<file path="src/rsmp_pkg.sv">
// Shared constants and types of the linear interpolation resampler.
`timescale 1ns / 1ps
package rsmp_pkg;

	localparam int SAMPLE_BITS   = 24;
	localparam int FRAC_BITS     = 20;
	localparam int MAX_UPSAMPLE  = 16;
	localparam int STEP_BITS     = FRAC_BITS + 4;
	localparam int POS_BITS      = FRAC_BITS + 6;
	localparam int CNT_BITS      = $clog2(MAX_UPSAMPLE + 1);
	localparam int BIT_CNT_BITS  = $clog2(FRAC_BITS);
	localparam int ACC_BITS      = SAMPLE_BITS + 2;
	localparam int SUM_BITS      = SAMPLE_BITS + 3;
	localparam int STEP_MIN_INT  = ((1 << FRAC_BITS) + MAX_UPSAMPLE - 1) / MAX_UPSAMPLE;

	localparam logic [POS_BITS-1:0]    ONE_POS    = POS_BITS'(1) << FRAC_BITS;
	localparam logic [STEP_BITS-1:0]   STEP_RESET = STEP_BITS'(1) << FRAC_BITS;
	localparam logic [STEP_BITS-1:0]   STEP_MIN   = STEP_BITS'(STEP_MIN_INT);
	localparam logic [SAMPLE_BITS-1:0] SIGN_BIT   = SAMPLE_BITS'(1) << (SAMPLE_BITS - 1);
	localparam logic [CNT_BITS-1:0]    CNT_MAX    = CNT_BITS'(MAX_UPSAMPLE);
	localparam logic [BIT_CNT_BITS-1:0] BIT_LAST  = BIT_CNT_BITS'(FRAC_BITS - 1);

	typedef struct packed {
		logic                   start;
		logic [SAMPLE_BITS-1:0] a;
		logic [SAMPLE_BITS-1:0] b;
		logic [FRAC_BITS-1:0]   frac;
	} rsmp_mul_req_t;

	typedef struct packed {
		logic                   done;
		logic [SAMPLE_BITS-1:0] result;
	} rsmp_mul_rsp_t;

endpackage

</file>
<file path="src/rsmp_in_if.sv">
// Input channel interface carrying one audio sample item.
`timescale 1ns / 1ps
interface rsmp_in_if;
	logic                                  valid;
	logic                                  ready;
	logic signed [rsmp_pkg::SAMPLE_BITS-1:0] sample_in;
	logic                                  end_of_stream;

	modport source (output valid, output sample_in, output end_of_stream, input ready);
	modport sink (input valid, input sample_in, input end_of_stream, output ready);
endinterface

</file>
<file path="src/rsmp_out_if.sv">
// Output channel interface carrying one resampled item.
`timescale 1ns / 1ps
interface rsmp_out_if;
	logic                                  valid;
	logic                                  ready;
	logic signed [rsmp_pkg::SAMPLE_BITS-1:0] sample_out;
	logic                                  last_of_run;
	logic                                  stream_done;

	modport source (output valid, output sample_out, output last_of_run, output stream_done,
		input ready);
	modport sink (input valid, input sample_out, input last_of_run, input stream_done,
		output ready);
endinterface

</file>
<file path="src/linear_interp_resampler.sv">
// Top level of the linear interpolation resampler: sequencer, state and output register.
//
// Usage: samples enter on in_ch, one item per input sample with end_of_stream set on the
// final sample of a stream. Results leave on out_ch, zero to sixteen per input item
// (up to thirty-two on the final sample), in order, with last_of_run on the final result
// of each input and stream_done on the final result of the stream. The step_ratio
// register holds source rate over target rate in Q4.20 and is written with
// step_ratio_we; it is sampled when an input item is accepted.
// Each interpolated result passes through a bit-serial multiplier that takes one fraction
// bit per cycle, and a held copy of the final sample bypasses the multiplier; in_ch.ready
// is high only between items.
// Reset clears the held sample and the output position and sets the step to 1.0;
// the first sample of a stream only primes the held sample. When the receiver stalls,
// the output register keeps its item and the sequencer waits for it to drain.
`timescale 1ns / 1ps
module linear_interp_resampler (
	input  logic                              clk,
	input  logic                              arst_n,
	input  logic                              step_ratio_we,
	input  logic [rsmp_pkg::STEP_BITS-1:0]    step_ratio,
	rsmp_in_if.sink                           in_ch,
	rsmp_out_if.source                        out_ch
);

	typedef enum logic [2:0] {
		S_IDLE,
		S_CHECK1,
		S_MUL,
		S_PUT,
		S_END1,
		S_CHECK2
	} state_t;

	state_t                              state_q;
	logic [rsmp_pkg::STEP_BITS-1:0]      step_cfg_q;
	logic [rsmp_pkg::STEP_BITS-1:0]      step_q;
	logic [rsmp_pkg::SAMPLE_BITS-1:0]    cur_q;
	logic                                eos_q;
	logic [rsmp_pkg::SAMPLE_BITS-1:0]    held_q;
	logic                                have_held_q;
	logic [rsmp_pkg::POS_BITS-1:0]       next_pos_q;
	logic [rsmp_pkg::POS_BITS-1:0]       pos_q;
	logic [rsmp_pkg::CNT_BITS-1:0]       cnt_q;
	logic                                ph2_q;
	logic [rsmp_pkg::SAMPLE_BITS-1:0]    res_q;
	logic                                out_valid_q;
	logic [rsmp_pkg::SAMPLE_BITS-1:0]    out_sample_q;
	logic                                out_last_q;
	logic                                out_done_q;

	logic [rsmp_pkg::STEP_BITS-1:0]      step_eff;
	logic [rsmp_pkg::POS_BITS-1:0]       pos_add;
	logic [rsmp_pkg::POS_BITS-1:0]       pos_wrap;
	logic                                more_here;
	logic                                is_last;
	logic                                out_free;
	rsmp_pkg::rsmp_mul_req_t             mul_req;
	rsmp_pkg::rsmp_mul_rsp_t             mul_rsp;

	always_comb begin
		step_eff  = (step_cfg_q < rsmp_pkg::STEP_MIN) ? rsmp_pkg::STEP_MIN : step_cfg_q;
		pos_add   = pos_q + rsmp_pkg::POS_BITS'(step_q);
		pos_wrap  = (pos_q >= rsmp_pkg::ONE_POS) ? pos_q - rsmp_pkg::ONE_POS : '0;
		more_here = (cnt_q < rsmp_pkg::CNT_MAX) && (pos_q < rsmp_pkg::ONE_POS);
		if (ph2_q) begin
			is_last = !more_here;
		end else begin
			is_last = !more_here && (!eos_q || (pos_wrap >= rsmp_pkg::ONE_POS));
		end
		out_free = !out_valid_q || out_ch.ready;
	end

	assign mul_req.start = (state_q == S_CHECK1) && more_here;
	assign mul_req.a     = held_q;
	assign mul_req.b     = cur_q;
	assign mul_req.frac  = pos_q[rsmp_pkg::FRAC_BITS-1:0];

	rsmp_interp u_interp (
		.clk    (clk),
		.arst_n (arst_n),
		.req    (mul_req),
		.rsp    (mul_rsp)
	);

	always_ff @(posedge clk or negedge arst_n) begin
		if (!arst_n) begin
			state_q      <= S_IDLE;
			step_cfg_q   <= rsmp_pkg::STEP_RESET;
			step_q       <= rsmp_pkg::STEP_RESET;
			cur_q        <= '0;
			eos_q        <= 1'b0;
			held_q       <= '0;
			have_held_q  <= 1'b0;
			next_pos_q   <= '0;
			pos_q        <= '0;
			cnt_q        <= '0;
			ph2_q        <= 1'b0;
			res_q        <= '0;
			out_valid_q  <= 1'b0;
			out_sample_q <= '0;
			out_last_q   <= 1'b0;
			out_done_q   <= 1'b0;
		end else begin
			if (out_valid_q && out_ch.ready && (state_q != S_PUT)) begin
				out_valid_q <= 1'b0;
			end
			if (step_ratio_we) begin
				step_cfg_q <= step_ratio;
			end
			case (state_q)
				S_IDLE: begin
					if (in_ch.valid) begin
						cur_q   <= in_ch.sample_in;
						eos_q   <= in_ch.end_of_stream;
						step_q  <= step_eff;
						pos_q   <= next_pos_q;
						cnt_q   <= '0;
						ph2_q   <= 1'b0;
						state_q <= have_held_q ? S_CHECK1 : S_END1;
					end
				end
				S_CHECK1: begin
					state_q <= more_here ? S_MUL : S_END1;
				end
				S_MUL: begin
					if (mul_rsp.done) begin
						res_q   <= mul_rsp.result;
						pos_q   <= pos_add;
						cnt_q   <= cnt_q + 1'b1;
						state_q <= S_PUT;
					end
				end
				S_PUT: begin
					if (out_free) begin
						out_valid_q  <= 1'b1;
						out_sample_q <= res_q;
						out_last_q   <= is_last;
						out_done_q   <= is_last && eos_q;
						state_q      <= ph2_q ? S_CHECK2 : S_CHECK1;
					end
				end
				S_END1: begin
					pos_q <= pos_wrap;
					cnt_q <= '0;
					ph2_q <= 1'b1;
					if (eos_q) begin
						state_q <= S_CHECK2;
					end else begin
						held_q      <= cur_q;
						have_held_q <= 1'b1;
						next_pos_q  <= pos_wrap;
						state_q     <= S_IDLE;
					end
				end
				S_CHECK2: begin
					if (more_here) begin
						res_q   <= cur_q;
						pos_q   <= pos_add;
						cnt_q   <= cnt_q + 1'b1;
						state_q <= S_PUT;
					end else begin
						held_q      <= '0;
						have_held_q <= 1'b0;
						next_pos_q  <= '0;
						state_q     <= S_IDLE;
					end
				end
				default: begin
					state_q <= S_IDLE;
				end
			endcase
		end
	end

	assign in_ch.ready        = (state_q == S_IDLE);
	assign out_ch.valid       = out_valid_q;
	assign out_ch.sample_out  = out_sample_q;
	assign out_ch.last_of_run = out_last_q;
	assign out_ch.stream_done = out_done_q;

endmodule

</file>
<file path="src/rsmp_interp.sv">
// Bit-serial interpolator that forms a + (b - a) * frac one fraction bit per cycle.
`timescale 1ns / 1ps
module rsmp_interp (
	input  logic                    clk,
	input  logic                    arst_n,
	input  rsmp_pkg::rsmp_mul_req_t req,
	output rsmp_pkg::rsmp_mul_rsp_t rsp
);

	logic                                   busy_q;
	logic [rsmp_pkg::BIT_CNT_BITS-1:0]      bit_q;
	logic [rsmp_pkg::SAMPLE_BITS-1:0]       a_q;
	logic signed [rsmp_pkg::SAMPLE_BITS:0]  diff_q;
	logic [rsmp_pkg::FRAC_BITS-1:0]         frac_q;
	logic signed [rsmp_pkg::ACC_BITS-1:0]   acc_q;
	logic                                   done_q;
	logic [rsmp_pkg::SAMPLE_BITS-1:0]       result_q;

	logic [rsmp_pkg::SAMPLE_BITS-1:0]       a_off;
	logic [rsmp_pkg::SAMPLE_BITS-1:0]       b_off;
	logic                                   last_bit;
	logic signed [rsmp_pkg::SUM_BITS-1:0]   addend;
	logic signed [rsmp_pkg::SUM_BITS-1:0]   sum;
	logic signed [rsmp_pkg::ACC_BITS-1:0]   acc_next;
	logic signed [rsmp_pkg::ACC_BITS-1:0]   total;

	assign a_off    = req.a ^ rsmp_pkg::SIGN_BIT;
	assign b_off    = req.b ^ rsmp_pkg::SIGN_BIT;
	assign last_bit = (bit_q == rsmp_pkg::BIT_LAST);

	// The rounding half is injected as a carry on the last bit, where it weighs 2^(FRAC-1).
	always_comb begin
		addend   = frac_q[0] ? rsmp_pkg::SUM_BITS'(diff_q) : '0;
		sum      = rsmp_pkg::SUM_BITS'(acc_q) + addend
			+ (last_bit ? rsmp_pkg::SUM_BITS'(1) : rsmp_pkg::SUM_BITS'(0));
		acc_next = rsmp_pkg::ACC_BITS'(sum >>> 1);
		total    = $signed({2'b00, a_q}) + acc_next;
	end

	always_ff @(posedge clk or negedge arst_n) begin
		if (!arst_n) begin
			busy_q   <= 1'b0;
			bit_q    <= '0;
			a_q      <= '0;
			diff_q   <= '0;
			frac_q   <= '0;
			acc_q    <= '0;
			done_q   <= 1'b0;
			result_q <= '0;
		end else begin
			done_q <= busy_q && !req.start && last_bit;
			if (req.start) begin
				busy_q <= 1'b1;
				bit_q  <= '0;
				a_q    <= a_off;
				diff_q <= $signed({1'b0, b_off}) - $signed({1'b0, a_off});
				frac_q <= req.frac;
				acc_q  <= '0;
			end else if (busy_q) begin
				acc_q  <= acc_next;
				frac_q <= frac_q >> 1;
				bit_q  <= bit_q + 1'b1;
				if (last_bit) begin
					busy_q   <= 1'b0;
					result_q <= total[rsmp_pkg::SAMPLE_BITS-1:0] ^ rsmp_pkg::SIGN_BIT;
				end
			end
		end
	end

	assign rsp.done   = done_q;
	assign rsp.result = result_q;

endmodule

</file>
<file path="src/flat_wrapper.sv">
// flat-port wrapper written by rule: the top's interface ports become plain ports
module linear_interp_resampler_flat 
  (clk, arst_n, step_ratio_we, step_ratio, in_ch_valid, in_ch_sample_in, in_ch_end_of_stream, in_ch_ready, out_ch_valid, out_ch_sample_out, out_ch_last_of_run, out_ch_stream_done, out_ch_ready);
  rsmp_in_if in_ch_i ();
  rsmp_out_if out_ch_i ();
  input  logic clk;
  input  logic arst_n;
  input  logic step_ratio_we;
  input  logic [rsmp_pkg::STEP_BITS-1:0] step_ratio;
  input wire logic [$bits(in_ch_i.valid)-1:0] in_ch_valid;
  input wire logic [$bits(in_ch_i.sample_in)-1:0] in_ch_sample_in;
  input wire logic [$bits(in_ch_i.end_of_stream)-1:0] in_ch_end_of_stream;
  output wire logic [$bits(in_ch_i.ready)-1:0] in_ch_ready;
  output wire logic [$bits(out_ch_i.valid)-1:0] out_ch_valid;
  output wire logic [$bits(out_ch_i.sample_out)-1:0] out_ch_sample_out;
  output wire logic [$bits(out_ch_i.last_of_run)-1:0] out_ch_last_of_run;
  output wire logic [$bits(out_ch_i.stream_done)-1:0] out_ch_stream_done;
  input wire logic [$bits(out_ch_i.ready)-1:0] out_ch_ready;
  assign in_ch_i.valid = in_ch_valid;
  assign in_ch_i.sample_in = in_ch_sample_in;
  assign in_ch_i.end_of_stream = in_ch_end_of_stream;
  assign in_ch_ready = in_ch_i.ready;
  assign out_ch_valid = out_ch_i.valid;
  assign out_ch_sample_out = out_ch_i.sample_out;
  assign out_ch_last_of_run = out_ch_i.last_of_run;
  assign out_ch_stream_done = out_ch_i.stream_done;
  assign out_ch_i.ready = out_ch_ready;
  linear_interp_resampler u_core (.clk(clk), .arst_n(arst_n), .step_ratio_we(step_ratio_we), .step_ratio(step_ratio), .in_ch(in_ch_i), .out_ch(out_ch_i));
endmodule
</file>
<file path="config.mk">
export PLATFORM = sky130hd
export DESIGN_NAME = linear_interp_resampler_flat
export DESIGN_NICKNAME = d
export VERILOG_FILES = /design/src/rsmp_pkg.sv /design/src/rsmp_in_if.sv /design/src/rsmp_out_if.sv /design/src/linear_interp_resampler.sv /design/src/rsmp_interp.sv /design/src/flat_wrapper.sv
export SDC_FILE = /design/constraint.sdc
export NUM_CORES = 1
export LEC_CHECK = 0
export BUFFER_PORTS_ARGS = -buffer_cell sky130_fd_sc_hd__buf_2
export CORE_MARGIN = 5
export CORE_UTILIZATION = 40
export CTS_CLUSTER_SIZE = 40
export DETAILED_ROUTE_END_ITERATION = 12
export MAX_ROUTING_LAYER = met4
export PLACE_DENSITY = 0.58
export SLEW_MARGIN = 5
export SYNTH_ARGS = -nofsm -noshare
export SYNTH_HDL_FRONTEND = slang
export SYNTH_SLANG_ARGS = --single-unit
</file>
<file path="constraint.sdc">
create_clock -name clk -period 15.9 [get_ports clk]
set_input_delay 3.18 -clock clk [delete_from_list [all_inputs] [get_ports clk]]
set_output_delay 3.18 -clock clk [all_outputs]
set_load 0.02 [all_outputs]
</file>
# Word level (Yosys, flattened, before mapping)
# Index checks and enable logic that the tools add are counted.
dict set report word_totals {
  out_inout_bits 28
  elab_cells 130
  inputBits 54
  regBits 336
}
dict set report op_classes {
  n_eq_ne 13
  muxes 48
  addsub 8
  bitwise_logic 4
  n_reduce_logical 28
  order_cmp 5
}
# op count
set op_table {}
lappend op_table {{26-bit 2-to-1 mux} 8}
lappend op_table {{24-bit 2-to-1 mux} 5}
lappend op_table {{26-bit one-hot mux with 4 select lines} 1}
lappend op_table {{24-bit one-hot mux with 2 select lines} 2}
lappend op_table {{26-bit by 21-bit greater-or-equal comparator with 1-bit output, second input constant} 2}
lappend op_table {{26-bit one-hot mux with 2 select lines} 1}
lappend op_table {{20-bit 2-to-1 mux} 2}
lappend op_table {{26-bit by 27-bit adder with 27-bit output} 1}
lappend op_table {{27-bit by 2-bit adder with 27-bit output} 1}
lappend op_table {{27-bit 2-to-1 mux} 1}
lappend op_table {{26-bit by 24-bit adder with 26-bit output} 1}
lappend op_table {{26-bit by 21-bit less-than comparator with 1-bit output, second input constant} 1}
lappend op_table {{26-bit by 21-bit subtractor with 26-bit output, second input constant} 1}
lappend op_table {{5-bit 2-to-1 mux} 5}
lappend op_table {{24-bit by 24-bit subtractor with 25-bit output} 1}
lappend op_table {{24-bit adder} 1}
lappend op_table {{24-bit by 17-bit less-than comparator with 1-bit output, second input constant} 1}
lappend op_table {{3-bit 2-to-1 mux} 7}
lappend op_table {{5-bit one-hot mux with 4 select lines} 1}
lappend op_table {{3-bit one-hot mux with 6 select lines} 1}
lappend op_table {{3-bit AND reduction} 4}
lappend op_table {{1-bit 2-to-1 mux} 11}
lappend op_table {{5-bit by 1-bit adder with 5-bit output, second input constant} 2}
lappend op_table {{1-bit logical AND} 8}
lappend op_table {{18 further kinds} 37}

# Longest topological paths before layout
dict set report logic_depth {
  depth_word 7
  mapped_depth 23
  ltp_nobuf 23
}

# Cells and area by module
# Synthesis repeated with hierarchy kept, for this count alone.
dict set report unflattened {
  cells_unflattened 1859
  area_unflattened_um2 18292.5
}
# mod cells_each seq_area_each_um2 n_inst area_each_um2
set by_module_without_submodules {}
lappend by_module_without_submodules {linear_interp_resampler 955 5257.5 1 9784.4}
lappend by_module_without_submodules {rsmp_interp 904 3153.0 1 8508.2}

# Least setup slack after synthesis
# No wires, ideal clock.
dict set report synth_path {
  kind {register to register}
  from {reg u_core.u_interp.bit_q[0] in the netlist's numbering}
  to {reg u_core.u_interp.result_q[22] in the netlist's numbering}
  t_arrival_ns 4.897
  setup_slack_ns 10.872
  period_less_slack_ns 5.028
  path_stages_with_launch 23
  setup_time_ns 0.131
  path_cell_list {dfrtp_1 > ha_1 > nor4bb_1 > ha_1 > a31oi_1 > fa_1 > nand2b_1 > a21oi_1 > o21ai_2 > o21ai_0 > a21o_1 > a21oi_1 > xnor2_1 > ha_1 > o21a_1 > o21a_1 > o21a_1 > o2111ai_1 > nor2_1 > o311ai_1 > a21oi_1 > and4_1 > or3_1}
}
dict set report synth_between {
  elab_chain_cells 4
  elab_cells_between_ends 5
  classes_between {2 x add/sub; 1 x eq/ne; 1 x mux; 1 x reduce/logical}
}
# item line
set synth_lines {}
lappend synth_lines {{from (decl)} rsmp_interp.sv:11} ;# logic [rsmp_pkg::BIT_CNT_BITS-1:0] bit_q;
lappend synth_lines {{from (signal assigned)} rsmp_interp.sv:62} ;# bit_q <= bit_q + 1'b1;
lappend synth_lines {{5-bit == test *} rsmp_interp.sv:29} ;# assign last_bit = (bit_q == rsmp_pkg::BIT_LAST);
lappend synth_lines {{1-bit 2-to-1 mux} rsmp_interp.sv:35} ;# + (last_bit ? rsmp_pkg::SUM_BITS'(1) : rsmp_pkg::SUM_BITS'(0));
lappend synth_lines {{27-bit by 2-bit adder with 27-bit output} rsmp_interp.sv:35}
lappend synth_lines {{24-bit adder} rsmp_interp.sv:37} ;# total = $signed({2'b00, a_q}) + acc_next;
lappend synth_lines {{to (signal assigned)} rsmp_interp.sv:65} ;# result_q <= total[rsmp_pkg::SAMPLE_BITS-1:0] ^ rsmp_pkg::SIGN_BIT;
lappend synth_lines {{to (decl)} rsmp_interp.sv:17} ;# logic [rsmp_pkg::SAMPLE_BITS-1:0] result_q;
# Every way passes the cells marked *; elsewhere a longest branch is shown, timed or not.
# A chain may end at the register's enable or synchronous reset.

# Worst setup path in the final report
# Same ends and word-level chain as after synthesis.

==> results.sh <==
export IMPL_synthArstFlopShare_pct=100.0
export IMPL_die_height_um=224.3
export IMPL_yosysSeqAreaShare_pct=45.77
export IMPL_grt_overflow_total=0
export IMPL_cp_slowest_stage_delay_ps=650
export IMPL_grt_first_pass_wirelength_mm=75.39
export IMPL_ir_drop_mv=0.1910
export IMPL_crit_type="reg -> reg"
export IMPL_cts_setup_buffers=0
export IMPL_via_per_inst=5.468
export IMPL_tightest_slew_ps=1131
export IMPL_dieArea_um2=50330
export IMPL_path_max_fanout=6
export IMPL_cts_tree="yes"
export IMPL_r2r_start="u_core.u_interp.bit_q[0]"
export IMPL_routed_wl_mm=46.37
export IMPL_final_cells=2562
export IMPL_clk_latency_ps=570
export IMPL_dr_total_vias=14010
export IMPL_clockBufferDepth=3
export IMPL_slew_headroom_pct=24.60
export IMPL_setup_violations=0
export IMPL_synthFlopType="dfrtp_1"
export IMPL_fin_crit_ps=6010
export IMPL_ff2ff_path_depth=21
export IMPL_worst_hold_path_type="reg -> reg"
export IMPL_avgSynthCellArea_um2=9.733
export IMPL_final_common_cell="dfrtp_1"
export IMPL_cp_cell_sequence="ha_1, nor4bb_1, ha_1, a31oi_1, fa_1, nand2b_1, a21oi_1, o21ai_2, o21ai_0, a21o_1, a21oi_1, xnor2_1, ha_1, a211oi_1, o2111ai_1, nor3_1, nor2_1, o311ai_1, a21oi_1, and4_1, or3_1"
export IMPL_hold_violations=0
export IMPL_fin_setup_tns_ps=0
export IMPL_syn_instance_count=1888
export IMPL_h_tree_depth=2
export IMPL_critPathLaunchType="register"
export IMPL_postRouteAntennaNets=0
export IMPL_dpl_instance_area_um2=19350
export IMPL_cts_resized=0
export IMPL_ys_ff_latch=336
export IMPL_cts_buffers=39
export IMPL_num_antenna_cells=0
export IMPL_power_w=0.004340
export IMPL_grt_usage_pct=18.76
export IMPL_die_w_um=224.3
export IMPL_p_per_area_nw_per_um2=209.7
export IMPL_whs_path_depth=2
export IMPL_endpoint_kind="register"
export IMPL_core_um2=45380
export IMPL_final_nets=2095
export IMPL_synth_edf_count=0
export IMPL_period_share_pct=37.80
export IMPL_drcViolationCount=0
export IMPL_drv_cap=0
export IMPL_ctsRootBufferMaster="clkbuf_16"
export IMPL_yosys_warnings=0
export IMPL_holdBufCountCts=0
export IMPL_worstHoldStart="u_core.step_q[20]"
export IMPL_cts_sinks=336
export IMPL_grt_max_degree=80
export IMPL_whs_endpoint="u_core.step_q[20]"
export IMPL_syn_area_um2=18380
export IMPL_drive_gt1_share_pct=12.59
export IMPL_status="finished clean"
export IMPL_slew_violations=0
export IMPL_gp_congestion=0.9123
export IMPL_dp_hpwl_mm=32.88
export IMPL_rsz0062_at_grt="false"
export IMPL_row_count=78
export IMPL_worstPathArrival_ps=6450
export IMPL_clk_transition_reported_paths_ps=60
export IMPL_dp_cells=2494
export IMPL_reg2reg_setup_slack_ps=9890
export IMPL_cpMaxStageDelayCell="nor4bb_1"
export IMPL_p_leak_nw=9.998
export IMPL_max_freq_mhz=166.4
export IMPL_r2r_end="u_core.u_interp.result_q[22]"
export IMPL_syn2layout_area_growth_pct=12.59
export IMPL_portBuffers=81
export IMPL_dr_pass1_iters=5
export IMPL_final_util_pct=45.59
export IMPL_wl_per_cell_um=18.10
export IMPL_ioPinCount=82
export IMPL_clock_skew_ps=22.64
export IMPL_synth_fp_nets=2048
export IMPL_initial_utilization_pct=40.49
export IMPL_yosysUniqueCellTypes=83
export IMPL_most_common_layout_cells="333 x dfrtp_1, 280 x nand2_1, 184 x o21ai_0"
export IMPL_cp_required_ps=16340
export IMPL_design_area_um2=20690
export IMPL_grt_antenna_before_repair=0
export IMPL_dr_first_iter_drc_count=758
export IMPL_grt_pass1_vias=14060
==> cells in the mapped netlist (5+ instances only) <==
cell type	count	area share [%]
o21a_1	23	0.94
dfrtp_1	334	45
a31oi_1	9	0.31
o211ai_1	10	0.41
mux2_2	51	3.1
o21ai_0	184	5.0
xnor2_1	52	2.5
or2_2	7	0.24
mux2i_1	64	3.5
nor2b_1	11	0.37
clkbuf_1	74	1.5
buf_1	12	0.25
nand4_1	16	0.54
and3_1	14	0.48
a22oi_1	11	0.45
inv_1	67	1.4
and2_1	26	0.89
xor2_1	29	1.4
nand2_1	282	5.8
nor2_1	87	1.8
nand3_1	36	0.98
a211oi_1	13	0.53
o21bai_1	15	0.61
nor4_1	12	0.41
a21o_1	37	1.5
or3_1	5	0.17
o31ai_1	10	0.41
o21ai_1	10	0.27
ha_1	102	6.9
a21oi_1	79	2.2
a222oi_1	5	0.27
a22o_1	68	3.2
nand2b_1	16	0.54
nor3_1	24	0.65
==> worst max-delay path, delay by kind of cell, from the launching register on <==
kind / cells / cell delay (ps)
xor+xnor: 1 / 250
flops: 1 / 400
fa+ha+maj: 4 / 1290
simple gates: 6 / 1880
compound gates: 10 / 2050
==> metal layers <==
layer | GRT usage, % | share of wire [%] | routed length [µm]
met1 | 24.56 | 46 | 21290
met2 | 30.65 | 48 | 22330
met3 | 2.532 | 3.3 | 1536
met4 | 5.618 | 2.6 | 1213
met5 | - | 0 | 0
==> cell families after synthesis <==
kind of cell	after synthesis	synth area share, %
AO/OA/AOI/OAI	530	19.07
XOR/XNOR	81	3.861
adder cells (fa/ha/maj)	106	7.381
buffers and inverters	160	3.336
flip-flops	336	45.77
multiplexers	115	6.611
AND/OR/NAND/NOR	560	13.97
==> sequential cells by signal (all words and copies together), names as in the netlist, 3 cells and up <==
signal,cells
u_core.cnt_q,5
u_core.next_pos_q,26
u_core.out_ch.sample_out,24
u_core.step_q,24
u_core.res_q,24
u_core.held_q,24
u_core.u_interp.frac_q,20
u_core.step_cfg_q,24
u_core.u_interp.bit_q,5
u_core.cur_q,24
u_core.pos_q,26
u_core.u_interp.a_q,24
u_core.u_interp.acc_q,26
u_core.u_interp.result_q,24
u_core.state_q,3
u_core.u_interp.diff_q,25
==> through the flow <==
step	setup WS, ps	hold slack [ps]
finish	9890	469.8
global route	9454	497.2
CTS	9903	469.6
detailed placement	9989	460.3
global placement	10230	452.4
floorplan	10870	440.2
==> final cells by class <==
cell class / instances / area, µm²
clock buffer: 54 / 1132
sequential: 336 / 8412
multi-input combinational: 1392 / 9389
inverter: 69 / 259.0
fill: 4366 / 24690
timing repair buffer: 97 / 535.5
clock inverter: 14 / 211.5
tap: 600 / 750.7
==> worst max-delay path by stage <==
stage	from	to	slack, ps	depth (start not counted)
3_3_place_gp	u_core.u_interp.bit_q[0]	u_core.u_interp.result_q[22]	10230	21
4_1_cts	u_core.u_interp.bit_q[0]	u_core.u_interp.result_q[22]	9900	21
2_1_floorplan	u_core.u_interp.bit_q[0]	u_core.u_interp.result_q[22]	10870	22
3_5_place_dp	u_core.u_interp.bit_q[0]	u_core.u_interp.result_q[22]	9990	21
6_report	u_core.u_interp.bit_q[0]	u_core.u_interp.result_q[22]	9890	21
5_1_grt	u_core.u_interp.bit_q[0]	u_core.u_interp.result_q[22]	9450	21
==> report_power, final <==
group          switching [W]  total (W)  leakage, nW  internal [W]
registers           0.000258    0.00141         4.40       0.00116
logic                0.00120    0.00199         4.93      0.000794
clock network       0.000370   0.000936        0.666      0.000565
total                0.00182    0.00434         10.0       0.00251
Power figures use the tool's default switching activity.
